<file path="config.mk">
export PLATFORM = sky130hd
export DESIGN_NAME = token_link_arq_controller
export DESIGN_NICKNAME = d
export VERILOG_FILES = /design/src/rtl/core/tlac_pkg.sv /design/src/rtl/core/token_link_arq_controller.sv
export SDC_FILE = /design/constraint.sdc
export NUM_CORES = 1
export LEC_CHECK = 0
export BUFFER_PORTS_ARGS = -buffer_cell sky130_fd_sc_hd__buf_2
export CAP_MARGIN = 25
export CORE_MARGIN = 2
export CORE_UTILIZATION = 50
export DETAILED_ROUTE_END_ITERATION = 16
export PLACE_DENSITY = 0.67
export REMOVE_ABC_BUFFERS = 1
export SYNTH_ARGS = -nofsm -noshare
export SYNTH_HDL_FRONTEND = slang
export SYNTH_SLANG_ARGS = --single-unit
</file>
<file path="constraint.sdc">
create_clock -name i_clk -period 5.75 [get_ports i_clk]
set_input_delay 1.15 -clock i_clk [delete_from_list [all_inputs] [get_ports i_clk]]
set_output_delay 1.15 -clock i_clk [all_outputs]
set_load 0.01 [all_outputs]
</file>
<file path="src/rtl/core/tlac_pkg.sv">
// Package: item types, frame, request and role codes for the token link ARQ controller.
package tlac_pkg;

    localparam int BIND_WAIT_LG = 4;
    localparam logic [15:0] BIND_WAIT = 16'(1 << BIND_WAIT_LG);
    localparam logic [15:0] LFSR_SEED = 16'hACE1;
    localparam logic [15:0] LFSR_MASK = 16'hB400;

    localparam logic [7:0]  RST_MAX_ATTEMPTS  = 8'd5;
    localparam logic [15:0] RST_LISTEN_TICKS  = 16'd100;
    localparam logic [15:0] RST_LOSS_TICKS    = 16'd1000;
    localparam logic [7:0]  RST_BIND_ATTEMPTS = 8'd10;

    typedef enum logic [1:0] {
        CFG_MAX_ATTEMPTS  = 2'd0,
        CFG_LISTEN_TICKS  = 2'd1,
        CFG_LOSS_TICKS    = 2'd2,
        CFG_BIND_ATTEMPTS = 2'd3
    } t_cfg_idx;

    typedef enum logic [2:0] {
        CMD_TICK  = 3'd0,
        CMD_FRAME = 3'd1,
        CMD_BIND  = 3'd2,
        CMD_SEND  = 3'd3,
        CMD_TOKEN = 3'd4,
        CMD_CLOSE = 3'd5
    } t_cmd;

    typedef enum logic [2:0] {
        F_BIND         = 3'd0,
        F_ACK          = 3'd1,
        F_DATA0        = 3'd2,
        F_DATA1        = 3'd3,
        F_TOKENPASS    = 3'd4,
        F_TOKENPASSACK = 3'd5,
        F_CLOSE        = 3'd6,
        F_ALIVE        = 3'd7
    } t_frame;

    typedef enum logic [2:0] {
        P_NONE     = 3'd0,
        P_BIND     = 3'd1,
        P_DATA     = 3'd2,
        P_TOKEN    = 3'd3,
        P_CLOSE    = 3'd4,
        P_ALIVE    = 3'd5,
        P_TOKENACK = 3'd6
    } t_pend;

    typedef enum logic [1:0] {
        ROLE_DOWN      = 2'd0,
        ROLE_PRIMARY   = 2'd1,
        ROLE_SECONDARY = 2'd2
    } t_role;

    typedef struct packed {
        logic [2:0]  cmd;
        logic [2:0]  rx_type;
        logic [15:0] payload_ref;
    } t_in_item;

    typedef struct packed {
        logic        tx_valid;
        logic [2:0]  tx_type;
        logic [15:0] tx_payload_ref;
        logic        deliver_valid;
        logic [15:0] deliver_ref;
        logic        token_event;
        logic        close_event;
        logic [1:0]  link_state;
        logic        done_valid;
        logic        done_ok;
        logic        busy_res;
    } t_out_item;

endpackage

</file>
<file path="src/rtl/core/token_link_arq_controller.sv">
// Token link ARQ controller: alternating-bit stop-and-wait link control for a half-duplex link.
//
// Usage: each request on the input channel (i_in_valid / o_in_stall, payload i_in_item)
// is a timer tick, a received frame or an application request (bind, send, pass token,
// close). Every request produces exactly one result on the output channel
// (o_out_valid / i_out_stall, payload o_out_item): the frame to transmit, data delivery,
// token and close events, the link role and request completion.
// A request is held in the input register, then the whole state update runs in one pass
// of logic into the result register. Throughput is one request per cycle while the result
// is not stalled; the input register and the link state advance together, so back-to-back
// requests see each other's state updates.
// When the receiver stalls, the result is held and the input register fills; once both
// are full o_in_stall rises until the result is taken.
// Reset (i_rst_n low at a clock edge) drops the link, clears all timers and the pending
// transmission, reloads the configuration defaults and seeds the backoff LFSR.
// Configuration registers are written with i_cfg_we, i_cfg_idx and i_cfg_data; the user must
// write them only while no request is in flight, as the block does not enforce this.
module token_link_arq_controller (
    input  logic                 i_clk,
    input  logic                 i_rst_n,
    input  logic                 i_in_valid,
    output logic                 o_in_stall,
    input  tlac_pkg::t_in_item   i_in_item,
    output logic                 o_out_valid,
    input  logic                 i_out_stall,
    output tlac_pkg::t_out_item  o_out_item,
    input  logic                 i_cfg_we,
    input  logic [1:0]           i_cfg_idx,
    input  logic [15:0]          i_cfg_data
);
    import tlac_pkg::*;

    // Configuration
    logic [7:0]  r_max_att;
    logic [15:0] r_listen;
    logic [15:0] r_loss;
    logic [7:0]  r_bind_att;

    // Pipeline registers
    logic      r_in_vld;
    t_in_item  r_in;
    logic      r_out_vld;
    t_out_item r_out, n_out;
    logic      adv;

    // Link state
    t_role       r_role, n_role;
    logic        r_send_seq, n_send_seq;
    logic        r_recv_seq, n_recv_seq;
    t_pend       r_kind, n_kind;
    logic [15:0] r_pref, n_pref;
    logic [7:0]  r_att, n_att;
    logic [15:0] r_wait, n_wait;
    logic [15:0] r_idle, n_idle;
    logic [15:0] r_lfsr, n_lfsr;

    // Decision flags within one pass
    logic       s_fail;
    logic       s_fin;
    logic       s_fin_ok;
    logic       s_tx;
    logic [7:0] s_limit;
    t_pend      s_fin_kind;

    assign adv         = r_in_vld && (!r_out_vld || !i_out_stall);
    assign o_in_stall  = r_in_vld && !adv;
    assign o_out_valid = r_out_vld;
    assign o_out_item  = r_out;

    always_comb begin
        n_role     = r_role;
        n_send_seq = r_send_seq;
        n_recv_seq = r_recv_seq;
        n_kind     = r_kind;
        n_pref     = r_pref;
        n_att      = r_att;
        n_wait     = r_wait;
        n_idle     = r_idle;
        n_lfsr     = r_lfsr;
        n_out      = '0;
        s_fail     = 1'b0;
        s_fin      = 1'b0;
        s_fin_ok   = 1'b0;
        s_tx       = 1'b0;
        s_fin_kind = r_kind;
        s_limit    = (r_kind == P_BIND) ? r_bind_att : r_max_att;

        case (t_cmd'(r_in.cmd))
            CMD_TICK: begin
                if (r_idle != 16'hFFFF) begin
                    n_idle = r_idle + 16'd1;
                end
                if (r_kind != P_NONE) begin
                    if (r_wait <= 16'd1) begin
                        s_fail = 1'b1;
                    end else begin
                        n_wait = r_wait - 16'd1;
                    end
                end else if (r_role == ROLE_SECONDARY) begin
                    if (n_idle > r_loss) begin
                        n_role = ROLE_DOWN;
                        n_out.close_event = 1'b1;
                    end
                end else if (r_role == ROLE_PRIMARY) begin
                    // Keep-alive after half the loss time without traffic.
                    if (n_idle > {1'b0, r_loss[15:1]}) begin
                        n_kind = P_ALIVE;
                        n_pref = '0;
                        n_att  = 8'd1;
                        s_tx   = 1'b1;
                    end
                end
            end
            CMD_FRAME: begin
                n_idle = '0;
                if (r_kind == P_BIND) begin
                    if (r_in.rx_type == F_ACK) begin
                        n_role = ROLE_PRIMARY;
                        s_fin = 1'b1;
                        s_fin_ok = 1'b1;
                    end else if (r_in.rx_type == F_BIND) begin
                        n_out.tx_valid = 1'b1;
                        n_out.tx_type  = F_ACK;
                        n_role = ROLE_SECONDARY;
                        s_fin = 1'b1;
                        s_fin_ok = 1'b1;
                    end else begin
                        s_fail = 1'b1;
                    end
                end else if (r_kind == P_TOKEN) begin
                    if (r_in.rx_type == F_TOKENPASSACK) begin
                        s_fin = 1'b1;
                        s_fin_ok = 1'b1;
                    end else begin
                        s_fail = 1'b1;
                    end
                end else if (r_kind != P_NONE) begin
                    if (r_in.rx_type == F_ACK) begin
                        s_fin = 1'b1;
                        s_fin_ok = 1'b1;
                    end else begin
                        s_fail = 1'b1;
                    end
                end else if (r_role == ROLE_SECONDARY) begin
                    case (t_frame'(r_in.rx_type))
                        F_DATA0, F_DATA1: begin
                            // Duplicates are acknowledged but not delivered.
                            if (r_in.rx_type[0] == r_recv_seq) begin
                                n_out.deliver_valid = 1'b1;
                                n_out.deliver_ref   = r_in.payload_ref;
                                n_recv_seq = !r_recv_seq;
                            end
                            n_out.tx_valid = 1'b1;
                            n_out.tx_type  = F_ACK;
                        end
                        F_TOKENPASS: begin
                            n_role = ROLE_PRIMARY;
                            n_kind = P_TOKENACK;
                            n_pref = '0;
                            n_att  = 8'd1;
                            s_tx   = 1'b1;
                        end
                        F_CLOSE: begin
                            n_out.tx_valid = 1'b1;
                            n_out.tx_type  = F_ACK;
                            n_role = ROLE_DOWN;
                            n_kind = P_NONE;
                            n_out.close_event = 1'b1;
                        end
                        F_ACK: begin
                        end
                        default: begin
                            n_out.tx_valid = 1'b1;
                            n_out.tx_type  = F_ACK;
                        end
                    endcase
                end
            end
            CMD_BIND, CMD_SEND, CMD_TOKEN, CMD_CLOSE: begin
                if (r_kind != P_NONE) begin
                    n_out.done_valid = 1'b1;
                end else if (r_in.cmd == CMD_BIND) begin
                    if (r_role != ROLE_DOWN) begin
                        n_out.done_valid = 1'b1;
                    end else begin
                        n_send_seq = 1'b0;
                        n_recv_seq = 1'b0;
                        n_kind = P_BIND;
                        n_pref = '0;
                        n_att  = 8'd1;
                        s_tx   = 1'b1;
                    end
                end else if (r_in.cmd == CMD_SEND || r_in.cmd == CMD_TOKEN) begin
                    if (r_role != ROLE_PRIMARY) begin
                        n_out.done_valid = 1'b1;
                    end else begin
                        n_kind = (r_in.cmd == CMD_SEND) ? P_DATA : P_TOKEN;
                        n_pref = (r_in.cmd == CMD_SEND) ? r_in.payload_ref : '0;
                        n_att  = 8'd1;
                        s_tx   = 1'b1;
                    end
                end else begin
                    if (r_role == ROLE_PRIMARY) begin
                        n_kind = P_CLOSE;
                        n_pref = '0;
                        n_att  = 8'd1;
                        s_tx   = 1'b1;
                    end else begin
                        n_role = ROLE_DOWN;
                        n_kind = P_NONE;
                        n_out.close_event = 1'b1;
                        n_out.done_valid  = 1'b1;
                        n_out.done_ok     = 1'b1;
                    end
                end
            end
            default: begin
            end
        endcase

        // A timeout or a wrong answer either repeats the frame or gives up.
        if (s_fail) begin
            if (r_att < s_limit) begin
                n_att = r_att + 8'd1;
                s_tx  = 1'b1;
            end else begin
                s_fin    = 1'b1;
                s_fin_ok = 1'b0;
            end
        end

        if (s_fin) begin
            n_kind = P_NONE;
            case (s_fin_kind)
                P_BIND: begin
                    n_out.done_valid = 1'b1;
                    n_out.done_ok    = s_fin_ok;
                end
                P_DATA: begin
                    if (s_fin_ok) begin
                        n_send_seq = !r_send_seq;
                    end else begin
                        n_role = ROLE_DOWN;
                        n_out.close_event = 1'b1;
                    end
                    n_out.done_valid = 1'b1;
                    n_out.done_ok    = s_fin_ok;
                end
                P_TOKEN: begin
                    if (s_fin_ok) begin
                        n_role = ROLE_SECONDARY;
                        n_out.tx_valid = 1'b1;
                        n_out.tx_type  = F_ACK;
                    end
                    n_out.done_valid = 1'b1;
                    n_out.done_ok    = s_fin_ok;
                end
                P_CLOSE: begin
                    n_role = ROLE_DOWN;
                    n_out.close_event = 1'b1;
                    n_out.done_valid  = 1'b1;
                    n_out.done_ok     = s_fin_ok;
                end
                P_ALIVE: begin
                    if (!s_fin_ok) begin
                        n_role = ROLE_DOWN;
                        n_out.close_event = 1'b1;
                    end
                end
                default: begin
                    n_out.token_event = 1'b1;
                end
            endcase
        end

        if (s_tx) begin
            n_wait = r_listen;
            n_out.tx_valid = 1'b1;
            case (n_kind)
                P_BIND: begin
                    n_lfsr = (r_lfsr >> 1) ^ (r_lfsr[0] ? LFSR_MASK : 16'h0000);
                    n_wait = BIND_WAIT + {{(16 - BIND_WAIT_LG){1'b0}}, n_lfsr[BIND_WAIT_LG-1:0]};
                    n_out.tx_type = F_BIND;
                end
                P_DATA: begin
                    n_out.tx_type = n_send_seq ? F_DATA1 : F_DATA0;
                    n_out.tx_payload_ref = n_pref;
                end
                P_TOKEN: n_out.tx_type = F_TOKENPASS;
                P_CLOSE: n_out.tx_type = F_CLOSE;
                P_ALIVE: n_out.tx_type = F_ALIVE;
                default: n_out.tx_type = F_TOKENPASSACK;
            endcase
        end

        if (n_out.tx_valid) begin
            n_idle = '0;
        end

        n_out.link_state = n_role;
        n_out.busy_res   = (n_kind != P_NONE);
    end

    always_ff @(posedge i_clk) begin
        if (!i_rst_n) begin
            r_max_att  <= RST_MAX_ATTEMPTS;
            r_listen   <= RST_LISTEN_TICKS;
            r_loss     <= RST_LOSS_TICKS;
            r_bind_att <= RST_BIND_ATTEMPTS;
        end else if (i_cfg_we) begin
            case (t_cfg_idx'(i_cfg_idx))
                CFG_MAX_ATTEMPTS:  r_max_att  <= i_cfg_data[7:0];
                CFG_LISTEN_TICKS:  r_listen   <= i_cfg_data;
                CFG_LOSS_TICKS:    r_loss     <= i_cfg_data;
                CFG_BIND_ATTEMPTS: r_bind_att <= i_cfg_data[7:0];
                default: begin
                end
            endcase
        end
    end

    always_ff @(posedge i_clk) begin
        if (!i_rst_n) begin
            r_in_vld   <= 1'b0;
            r_out_vld  <= 1'b0;
            r_role     <= ROLE_DOWN;
            r_send_seq <= 1'b0;
            r_recv_seq <= 1'b0;
            r_kind     <= P_NONE;
            r_pref     <= '0;
            r_att      <= '0;
            r_wait     <= '0;
            r_idle     <= '0;
            r_lfsr     <= LFSR_SEED;
        end else begin
            if (i_in_valid && !o_in_stall) begin
                r_in_vld <= 1'b1;
            end else if (adv) begin
                r_in_vld <= 1'b0;
            end
            if (adv) begin
                r_out_vld  <= 1'b1;
                r_role     <= n_role;
                r_send_seq <= n_send_seq;
                r_recv_seq <= n_recv_seq;
                r_kind     <= n_kind;
                r_pref     <= n_pref;
                r_att      <= n_att;
                r_wait     <= n_wait;
                r_idle     <= n_idle;
                r_lfsr     <= n_lfsr;
            end else if (!i_out_stall) begin
                r_out_vld <= 1'b0;
            end
        end
    end

    always_ff @(posedge i_clk) begin
        if (i_in_valid && !o_in_stall) begin
            r_in <= i_in_item;
        end
        if (adv) begin
            r_out <= n_out;
        end
    end

    // A down link can only be waiting on its own bind.
    a_down_only_bind: assert property (@(posedge i_clk) disable iff (!i_rst_n)
        (r_role == ROLE_DOWN && r_kind != P_NONE) |-> (r_kind == P_BIND))
        else $error("pending frame other than BIND while link is down");

    // A pending frame has been sent at least once.
    a_pending_counted: assert property (@(posedge i_clk) disable iff (!i_rst_n)
        (r_kind != P_NONE) |-> (r_att != 8'd0))
        else $error("pending frame with zero attempt count");

    // Link state only moves when a request passes into the result register.
    a_state_holds: assert property (@(posedge i_clk) disable iff (!i_rst_n)
        (r_out_vld && i_out_stall) |=> ($stable(r_role) && $stable(r_kind) && $stable(r_idle)))
        else $error("link state changed while the result was stalled");

endmodule
</file>
# ---- Word-level counts from Yosys, hierarchy flattened
# Index checks and enable logic that the tools add are counted.
# W data, S select, Z words.
dict set report totals {
  ff_bits 195
  out_inout_bits 46
  wordCells 310
}
dict set report op_classes {
  n_addsub 4
  order_cmp 4
  eq_ne 40
  muxes 189
  bitwise_logic 5
  n_reduce_logical 39
}
# cell n
set op_table {}
lappend op_table {{$mux W16} 26}
lappend op_table {{$mux W8} 18}
lappend op_table {{$mux W1} 83}
lappend op_table {{$pmux W16 S3} 1}
lappend op_table {{$mux W3} 15}
lappend op_table {{$mux W4} 11}
lappend op_table {{$mux W2} 20}
lappend op_table {{$pmux W16 S2} 1}
lappend op_table {{$eq A3 B3 Y1 const B} 9}
lappend op_table {{$eq A3 B2 Y1 const B} 8}
lappend op_table {{$pmux W8 S3} 1}
lappend op_table {{$mux W20} 1}
lappend op_table {{$ne A2 B2 Y1 const B} 10}
lappend op_table {{$mux W17} 1}
lappend op_table {{$add A16 B1 Y16 const B} 1}
lappend op_table {{$gt A16 B15 Y1} 1}
lappend op_table {{$gt A16 B16 Y1} 1}
lappend op_table {{$le A16 B1 Y1 const B} 1}
lappend op_table {{$ne A16 B16 Y1 const B} 1}
lappend op_table {{$sub A16 B1 Y16 const B} 1}
lappend op_table {{$xor A15 B16 Y16} 1}
lappend op_table {{$pmux W3 S5} 1}
lappend op_table {{$eq A3 B1 Y1 const B} 4}
lappend op_table {{$pmux W2 S3} 2}
lappend op_table {{29 further kinds} 62}

# ---- Logic depth before layout (Yosys ltp)
dict set report logic_depth {
  depth_word 16
  ltp_mapped 19
  depth_no_buf 16
}

# ---- Worst setup path before layout
# No wires, ideal clock.
dict set report synth_timing {
  path_type {register to register}
  from {register r_idle[3]}
  to {register r_out, in the netlist o_out_item[30], data pin}
  setup_ns 0.257
  arrival_ns 3.888
  required_time_ns 5.493
  path_slack_ns 1.605
  path_stages_with_launch 18
  n_path_buf 2
  cell_sequence {dfxtp_1 > clkbuf_1 > nand2_1 > nor3_1 > nand4_1 > nand3_1 > nor2_1 > or2_2 > ha_1 > nand4_1 > nor3_1 > a21boi_0 > o31ai_1 > o311ai_0 > nand2_1 > nand4b_4 > buf_2 > nor2_1}
}
dict set report synth_between {
  elab_chain_cells 12
  elab_cells_between_ends 25
  cone_classes {add/sub: 1; order compare: 1; eq/ne: 2; mux: 20; reduce/logical: 1}
}
# element line
set synth_lines {}
lappend synth_lines {{from (decl)} token_link_arq_controller.sv:54} ;# logic [15:0] r_idle, n_idle;
lappend synth_lines {{from (signal assigned)} token_link_arq_controller.sv:350} ;# r_idle <= n_idle;
lappend synth_lines {{$add A16 B1 Y16 / $ne A16 B16 Y1 (equally long branches)} {token_link_arq_controller.sv:91, token_link_arq_controller.sv:90}}
lappend synth_lines {{$mux W16 *} token_link_arq_controller.sv:90} ;# if (r_idle != 16'hFFFF) begin
lappend synth_lines {{$mux W16 *} token_link_arq_controller.sv:88} ;# case (t_cmd'(r_in.cmd))
lappend synth_lines {{$gt A16 B15 Y1 *} token_link_arq_controller.sv:106} ;# if (n_idle > {1'b0, r_loss[15:1]}) begin
lappend synth_lines {{$mux W3 / $mux W1 (equally long branches)} token_link_arq_controller.sv:106}
lappend synth_lines {{$mux W3 / $mux W1 (equally long branches)} token_link_arq_controller.sv:104} ;# end else if (r_role == ROLE_PRIMARY) begin
lappend synth_lines {{$mux W3 / $mux W1 (equally long branches)} token_link_arq_controller.sv:99} ;# end else if (r_role == ROLE_SECONDARY) begin
lappend synth_lines {{$mux W3 / $mux W1 (equally long branches)} token_link_arq_controller.sv:93} ;# if (r_kind != P_NONE) begin
lappend synth_lines {{$pmux W3 S3 / $pmux W1 S3 (equally long branches)} token_link_arq_controller.sv:88}
lappend synth_lines {{$mux W3 / $mux W1 (equally long branches)} {token_link_arq_controller.sv:232, token_link_arq_controller.sv:223}}
lappend synth_lines {{$eq A3 B2 Y1 / $mux W1 (equally long branches)} {token_link_arq_controller.sv:279, token_link_arq_controller.sv:222}}
lappend synth_lines {{$reduce_and A2 Y1 (no source line)} n/a}
lappend synth_lines {{to (signal assigned)} token_link_arq_controller.sv:363} ;# r_out <= n_out;
lappend synth_lines {{to (decl)} token_link_arq_controller.sv:43} ;# t_out_item r_out, n_out;
# Mark *: on every way between the ends. The rest lies on a longest branch, timed or not. The select of a mux whose other input is x is not followed.
# A chain may end at the register's enable or synchronous reset.

# ---- Worst setup path after layout
dict set report layout_timing {
  from {register r_idle[0]}
  to {register r_lfsr[10]}
}
dict set report layout_between {
  elab_chain_cells 12
  elab_cells_between_ends 20
  cone_classes {add/sub: 1; order compare: 1; eq/ne: 2; mux: 15; reduce/logical: 1}
}
# element line
set layout_lines {}
lappend layout_lines {{$add A16 B1 Y16 / $ne A16 B16 Y1 (equally long branches)} {token_link_arq_controller.sv:91, token_link_arq_controller.sv:90}}
lappend layout_lines {{$mux W16 *} token_link_arq_controller.sv:90}
lappend layout_lines {{$mux W16 *} token_link_arq_controller.sv:88}
lappend layout_lines {{$gt A16 B15 Y1 *} token_link_arq_controller.sv:106}
lappend layout_lines {{$mux W3 / $mux W1 (equally long branches)} token_link_arq_controller.sv:106}
lappend layout_lines {{$mux W3 / $mux W1 (equally long branches)} token_link_arq_controller.sv:104}
lappend layout_lines {{$mux W3 / $mux W1 (equally long branches)} token_link_arq_controller.sv:99}
lappend layout_lines {{$mux W3 / $mux W1 (equally long branches)} token_link_arq_controller.sv:93}
lappend layout_lines {{$pmux W3 S3 / $pmux W1 S3 (equally long branches)} token_link_arq_controller.sv:88}
lappend layout_lines {{$mux W3 / $mux W1 (equally long branches)} {token_link_arq_controller.sv:232, token_link_arq_controller.sv:223}}
lappend layout_lines {{$eq A3 B1 Y1 / $mux W1 (equally long branches)} {token_link_arq_controller.sv:279, token_link_arq_controller.sv:222}}
lappend layout_lines {{$reduce_and A3 Y1 (no source line) *} n/a}
lappend layout_lines {{to (signal assigned)} token_link_arq_controller.sv:351} ;# r_lfsr <= n_lfsr;
lappend layout_lines {{to (decl)} token_link_arq_controller.sv:55} ;# logic [15:0] r_lfsr, n_lfsr;
# Marked as above.

==> run summary <==
Mapped Area - 9950 µm²
Peak Freq - 194 MHz
Multi-input logic area - 4950 µm²
Clock skew - 9.86 ps
Vias per Instance - 5.85
Slew @ Worst Pin - 884 ps
Placed cells - 1,395
Period utilization - 0.895
Grt total ovfl - 0
Syn Area/Cell - 9.11 µm²
Async SR Flop Fraction - 0
Crit start category - flop
GRT Total Usage - 0.233
Initial antenna violation count - 0
Util after Layout - 0.572
Worst skew pair latency - 440 ps
Initial DRT Pass Iterations - 5
Cell row count - 51
Via count - 8,352
Register area share after synthesis - 0.459
TritonCTS sink count - 195
Placement Setup Slack - 703 ps
Leakage power - 4.25 nW
Die Y - 145 µm
Die W - 145 µm
Setup TNS - 0 ps
Iter 0 DRT Violations - 597
Share of layout cells above drive strength 1 - 0.151
Total die area - 21,000 µm²
Status - completed
Number of antenna-violating nets in the routed design - 0
Power per Cell Area - 264 nW/µm²
# port buffers - 90
Relative slew slack - 0.410
Hold buffers post-CTS - 0
Bufs on Longest Clock Path - 2
Post-CTS Setup Repair Bufs - 0
Wire per inst - 17.1 µm
CP Capture Type - flop
Final nets - 1,236
ANT cells - 0
IO Pins - 91
# DRC - 0
Area Overhead vs Synth - 12.3%
Most used DFF post-synth - dfxtp_1
Most common cell after layout, fill and taps aside - nand2_1
First-pass GRT wire length - 39,900 µm
FF+latch count, synth - 195
Gpl congestion - 0.920
Vias in the first global route - 7,613
Num CTS Buffers - 17
Most frequent cells in the layout - nand2_1 (140), dfxtp_1 (129), nor2_1 (100)
Final hold viol count - 0
Drt total wl - 24,400 µm
Crit path kind - reg2reg
CTS tree - yes
Required time worst endpoint - 6050 ps
Hold Crit Class - reg2reg
CTS root buffer - clkbuf_16
Core footprint - 19,500 µm²
Post-route insts no fill - 1,427
Initial cell density of the core - 0.510
Distinct cell type count after synthesis - 82
RSZ-0062 raised after global routing - false
Arr. time, crit path - 5440 ps
Post-DP HPWL - 16,800 µm
Pin count of the biggest net entering global routing - 50
Reg area - 4560 µm²
Slew Limit Fails - 0
Setup ws final - 607 ps
Fillers - 1,777
Max FO, Critical Path - 26
Synth warnings - 0
H-tree levels - 4
Period minus WS final - 5140 ps
Max_cap viols - 0
Resized Gates After CTS - 0
CTS clk-pin slew, worst paths - 80 ps
Post-Synthesis Cells - 1,092
Post-synth EDFFs - 66
Endpoints failing setup - 0
VDD IR max - 266 µV
[cells by family after synthesis]
group | after synthesis | synth area share
simple gates | 428 | 0.212
compound gates | 284 | 0.189
flops | 195 | 0.459
buf+inv | 99 | 0.0454
fa+ha+maj | 42 | 0.0528
mux | 27 | 0.0278
xor+xnor | 17 | 0.0150
[registers in the layout, summed over array words and instances (netlist names)]
| name | cells |
|---|---|
| r_recv_seq | 1 |
| r_loss | 16 |
| r_pref | 16 |
| o_out_valid | 1 |
| r_bind_att | 8 |
| r_send_seq | 1 |
| r_att | 8 |
| o_out_item | 44 |
| r_max_att | 8 |
| r_in_vld | 1 |
| r_idle | 16 |
| r_in | 22 |
| r_role | 2 |
| r_lfsr | 16 |
| r_kind | 3 |
| r_listen | 16 |
| r_wait | 16 |
[Yosys cell counts, drive strengths merged (20+ instances only)]
master  number  area [µm²]
edfxtp      66        1980
a22oi       42         315
ha          42         526
buf         32         200
inv         29         109
o21ai       48         240
nor3        23         148
a21oi       90         454
nand3       51         260
nand4       20         131
nand2      141         532
dfxtp      129        2580
clkbuf      38         143
mux2i       22         220
nor2       100         375
and2        23         146
[critical path, stage by stage, from the launching register on]
cell	delay, ps
dfxtp_1	440
ha_1	280
nand3_1	100
nor4_1	620
a2111o_1	320
nor2_1	110
nand3_1	110
xnor2_1	110
ha_1	320
nand4_1	160
nor3_1	290
a21boi_0	290
o31ai_1	130
o311ai_0	590
nand3_2	630
o21ai_0	360
o311ai_1	130
[area by class of cell]
type / instances / area share
timing repair buffer: 108 / 0.0535
tap: 265 / 0.0297
inverter: 29 / 0.00974
clock buffer: 17 / 0.0381
multi-input combinational: 798 / 0.443
sequential: 195 / 0.408
clock inverter: 15 / 0.0179
[through the flow]
stage	total power [mW]	area [µm²]	hold slack (ps)
5_1_grt	3.06	11200	469
3_5_place_dp	1.76	10600	444
4_1_cts	2.98	11200	455
2_1_floorplan	1.66	9610	432
3_3_place_gp	1.76	10600	438
6_report	2.96	11200	453
[power by group]
group          switching [mW]  total [mW]  internal (mW)
Combinational           0.157       0.241         0.0837
Sequential             0.0307        1.49           1.46
Clock                   0.621        1.22          0.600
[path summary, 6_finish.rpt]
path	from	to	slack [ps]	depth (start not counted)
worst max-delay path	r_idle[0]$_SDFFE_PN0P_	r_lfsr[10]$_SDFFE_PN1P_	610	16
worst min-delay path	r_bind_att[0]$_SDFFE_PN0P_	r_bind_att[0]$_SDFFE_PN0P_	450	2
worst max register to register	r_idle[0]$_SDFFE_PN0P_	r_lfsr[10]$_SDFFE_PN1P_	610	16
worst min register to register	r_bind_att[0]$_SDFFE_PN0P_	r_bind_att[0]$_SDFFE_PN0P_	450	2
[routing by layer]
layer  global-route usage  wire (µm)  share of wire
met5                    0          0              0
met4               0.0603        333          0.014
met3               0.0406       1480          0.061
met2                0.368      11000           0.45
met1                0.331      11600           0.47
(Power assumes the default switching activity.)
